**src/rtl/core/mha_pkg.sv**
```systemverilog
// Shared constants and types for the magnetometer heading block.
// No dependencies.
`timescale 1ns / 1ps
package mha_pkg;
    localparam int unsigned Steps   = 24;
    localparam int unsigned AngFrac = 20;
    // Datapath widths: operands up to 2^15 scaled by 2^24 grow by ~1.65.
    localparam int unsigned DW = 42;
    localparam int unsigned ZW = 30;

    typedef logic signed [DW-1:0] dp_t;
    typedef logic signed [ZW-1:0] ang_t;

    // Special-case handling of a first-quadrant vector.
    typedef enum logic [1:0] {
        FQ_CORDIC = 2'd0,
        FQ_ZERO   = 2'd1,
        FQ_HALF   = 2'd2
    } fq_mode_t;

    // Per-angle lane state carried through the CORDIC stages.
    typedef struct packed {
        dp_t      px;
        dp_t      py;
        ang_t     z;
        logic [1:0] quad;
        fq_mode_t mode;
    } lane_t;

    // atan(2^-i) in degrees, scaled by 2^20.
    function automatic ang_t atan_tab(input logic [4:0] i);
        ang_t r;
        case (i)
            5'd0:  r = ang_t'(47185920);
            5'd1:  r = ang_t'(27855475);
            5'd2:  r = ang_t'(14718068);
            5'd3:  r = ang_t'(7471121);
            5'd4:  r = ang_t'(3750058);
            5'd5:  r = ang_t'(1876857);
            5'd6:  r = ang_t'(938658);
            5'd7:  r = ang_t'(469357);
            5'd8:  r = ang_t'(234682);
            5'd9:  r = ang_t'(117342);
            5'd10: r = ang_t'(58671);
            5'd11: r = ang_t'(29335);
            5'd12: r = ang_t'(14668);
            5'd13: r = ang_t'(7334);
            5'd14: r = ang_t'(3667);
            5'd15: r = ang_t'(1833);
            5'd16: r = ang_t'(917);
            5'd17: r = ang_t'(458);
            5'd18: r = ang_t'(229);
            5'd19: r = ang_t'(115);
            5'd20: r = ang_t'(57);
            5'd21: r = ang_t'(29);
            5'd22: r = ang_t'(14);
            5'd23: r = ang_t'(7);
            default: r = '0;
        endcase
        return r;
    endfunction
endpackage

```
**src/rtl/core/mha_reduce.sv**
```systemverilog
// Quadrant reduction of atan2(s, c) into a first-quadrant CORDIC lane.
// Depends on mha_pkg.
`timescale 1ns / 1ps
module mha_reduce (
    input  logic signed [16:0] s,
    input  logic signed [16:0] c,
    output mha_pkg::lane_t     lane
);
    logic signed [16:0] u;
    logic signed [16:0] v;
    logic [1:0]         q;

    // Pick the quadrant and rotate by a multiple of 90 degrees
    always_comb
    begin
        if (s >= 0 && c > 0)
        begin
            q = 2'd0; u = c;  v = s;
        end
        else if (c <= 0 && s > 0)
        begin
            q = 2'd1; u = s;  v = -c;
        end
        else if (s <= 0 && c < 0)
        begin
            q = 2'd2; u = -c; v = -s;
        end
        else
        begin
            q = 2'd3; u = -s; v = c;
        end
    end

    // Scale by 2^24 and flag the exact cases
    always_comb
    begin
        lane.px   = mha_pkg::dp_t'(u) <<< 24;
        lane.py   = mha_pkg::dp_t'(v) <<< 24;
        lane.z    = '0;
        lane.quad = q;
        if (s == 0 && c == 0)
        begin
            lane.quad = 2'd0;
            lane.mode = mha_pkg::FQ_ZERO;
        end
        else if (v == 0)
            lane.mode = mha_pkg::FQ_ZERO;
        else if (u == v)
            lane.mode = mha_pkg::FQ_HALF;
        else
            lane.mode = mha_pkg::FQ_CORDIC;
    end
endmodule

```
**config.mk**
```make
export PLATFORM = sky130hd
export DESIGN_NAME = mha_reduce
export DESIGN_NICKNAME = d
export VERILOG_FILES = /design/src/rtl/core/mha_pkg.sv /design/src/rtl/core/mha_reduce.sv
export SDC_FILE = /design/constraint.sdc
export NUM_CORES = 1
export LEC_CHECK = 0
export ABC_CLOCK_PERIOD_IN_PS = 5100
export BUFFER_PORTS_ARGS = -buffer_cell sky130_fd_sc_hd__buf_2
export CAP_MARGIN = 20
export CORE_ASPECT_RATIO = 1.4
export CORE_MARGIN = 2
export CORE_UTILIZATION = 35
export DETAILED_ROUTE_END_ITERATION = 7
export GPL_TIMING_DRIVEN = 1
export SLEW_MARGIN = 20
export SYNTH_ARGS = -nofsm -noshare
export SYNTH_HDL_FRONTEND = slang
export SYNTH_SLANG_ARGS = --single-unit
```
**constraint.sdc**
```tcl
create_clock -name vclk -period 5.1
set_clock_uncertainty 0.05 [all_clocks]
set_input_delay 0.51 -clock vclk [all_inputs]
set_output_delay 0.51 -clock vclk [all_outputs]
set_load 0.01 [all_outputs]
```
==> flow_metrics.env <==
export IMPL_nNetsFinal=556
export IMPL_period_share=0.951
export IMPL_design_seq_count=0
export IMPL_port_buffers=74
export IMPL_worst_pin_slew_ps=615
export IMPL_setup_viol=0
export IMPL_setup_ws_ps=249
export IMPL_switching_power_mw=0.214
export IMPL_cp_slowest_cell="or3_1"
export IMPL_dieArea_um2=9410
export IMPL_drt_total_wl_um=10400
export IMPL_switching_share=0.627
export IMPL_grt_pass1_vias=3193
export IMPL_netlist_instances=458
export IMPL_setup_worst_path_start="s[0]"
export IMPL_antenna_found_initial=0
export IMPL_first_pass_iters=5
export IMPL_die_width_um=82.5
export IMPL_crit_type="in2out"
export IMPL_finalSetupTns_ps=0
export IMPL_grt_pass1_wl_um=16000
export IMPL_final_area_um2=3280
export IMPL_path_max_fanout=9
export IMPL_yosysMostFrequentCell="buf_4"
export IMPL_synth_area_leader_cell="buf_4"
export IMPL_drive_gt1_frac=0.243
export IMPL_grt_remaining_overflow=0
export IMPL_period_needed_ps=4850
export IMPL_dpl_worst_slack_ps=1.36
export IMPL_synth_distinct_cells=70
export IMPL_critPathArrivalTime_ps=4290
export IMPL_hp_start="s[0]"
export IMPL_viasPerCell=5.85
export IMPL_cap_violations=0
export IMPL_synth_common_cells="80 x buf_4, 35 x clkbuf_1, 23 x a21oi_1"
export IMPL_drt_iter0_drc=392
export IMPL_track_usage=0.211
export IMPL_power_density_nw_per_um2=104
export IMPL_endpoint_kind="output pin"
export IMPL_drc=0
export IMPL_initial_utilization=0.355
export IMPL_ys_warn_count=0
export IMPL_setup_worst_path_start_class="input port"
export IMPL_p_comb_frac=1.000
export IMPL_fmax_ghz=0.206
export IMPL_clkPwrFrac=0
export IMPL_ios=152
export IMPL_rsz0062_at_grt="no"
export IMPL_hold_viol_final=0
export IMPL_synth_area_leaders="buf_4 20%, xnor2_1 5.2%, clkbuf_1 4.3%"
export IMPL_grt_max_degree=47
export IMPL_finish_utilization=0.386
export IMPL_worstPathRequired_ps=4540
export IMPL_yosys_area_top_type_share=0.199
export IMPL_p_leak_nw=1.42
export IMPL_max_stage_delay_ps=370
export IMPL_postCtsSetupBuffers=0
export IMPL_netlist_area_um2=3020
export IMPL_wl_per_cell_um=16.8
export IMPL_crit_chain="buf_2 -> inv_1 -> ha_1 -> nor4b_4 -> nand4_1 -> or3_1 -> ha_1 -> buf_4 -> nor2b_1 -> buf_4 -> and3_1 -> o211a_1 -> a221oi_1 -> buf_4 -> xnor2_1 -> nor3_2 -> nand4_1 -> nor4_2 -> buf_2"
export IMPL_areaGrowthSynthToFinish_pct=8.57
export IMPL_rows=40
export IMPL_power_internal_mw=0.127
export IMPL_placed_area_um2=3260
export IMPL_antenna_cells=0
export IMPL_dp_hpwl_um=8100
export IMPL_seq_area_um2=0
export IMPL_die_height_um=114
export IMPL_share_seq_of_total_power=0
export IMPL_via_count=3624
export IMPL_hold_buffers=0
export IMPL_min_path_type="in2out"
export IMPL_path_common_cell="buf_4"
export IMPL_slew_violations=0
export IMPL_vdd_ir_drop_max_mv=0.0397
export IMPL_outcome="complete, no violations"
export IMPL_synth_avg_cell_area_um2=6.60
export IMPL_num_fill_cells=926
export IMPL_core_um2=8510
export IMPL_slew_limit_headroom=0.589
export IMPL_ys_seq_area_frac=0
export IMPL_drtAntennaViolNets=0
export IMPL_whs_ps=1350
export IMPL_globalplace_congestion=0.918
export IMPL_n_clock_buffer=0
through the flow:
step                power, mW  std cells
floorplan               0.265        535
global placement        0.333        619
detailed placement      0.334        619
CTS                     0.336        619
global route            0.373        619
finish                  0.341        619
cell type report:
cell class         instances  area, µm²  area share
repair buffers           103        601       0.183
multi-input cells        390       2470       0.753
well taps                105        131      0.0400
inverters                 21       78.8      0.0240
metal layers:
| metal | part of all wire | track usage | up-vias |
|---|---|---|---|
| met4 | 0.043 | 0.0951 | 0 |
| li1 | - | - | 1677 |
| met3 | 0.083 | 0.0237 | 31 |
| met2 | 0.50 | 0.365 | 219 |
| met1 | 0.37 | 0.256 | 1697 |
| met5 | 0 | 0 | - |
final timing paths:
path	endpoint	slack, ps	depth (start not counted)
max	lane[1]	250	19
min	lane[100]	1350	4
cells by family after synthesis:
| logic type | after synthesis | synth area share |
|---|---|---|
| AO/OA/AOI/OAI | 145 | 0.358 |
| XOR/XNOR | 20 | 0.0579 |
| other | 1 | 0.00124 |
| adder cells (fa/ha/maj) | 6 | 0.0248 |
| buffers and inverters | 145 | 0.285 |
| AND/OR/NAND/NOR | 138 | 0.262 |
| multiplexers | 3 | 0.00993 |
cell usage in the layout, fill, tap and decap left out, types with 5 or more instances in the layout:
cell and count:
or3_1 9, a22oi_1 5, nor4_1 5, a31oi_1 10, nand4_1 11, conb_1 78
buf_2 74, nand3_1 17, xnor2_1 18, or4_1 5, buf_4 28, nor2_1 22
nand2_1 21, ha_1 6, nor3_1 16, a21oi_1 23, o31ai_1 8, o211ai_1 15
o311ai_0 7, inv_1 21, o21ai_0 19
power by group through the flow:
stage | clock network (mW) | logic [mW] | registers (mW)
finish | 0 | 0.341 | 0
global route | 0 | 0.373 | 0
CTS | 0 | 0.336 | 0
detailed placement | 0 | 0.334 | 0
global placement | 0 | 0.333 | 0
floorplan | 0 | 0.265 | 0
timing repair:
item,4_1_cts,5_1_grt
endpoints found under the setup margin,1,2
gates resized for setup,1,4
pin swaps,0,0
worst max-delay path: cells and delay by family:
kind	cells	cell delay, ps
simple gates	8	1740
buf+inv	6	910
compound gates	2	570
fa+ha+maj	2	450
xor+xnor	1	70
(Power assumes the default switching activity.)
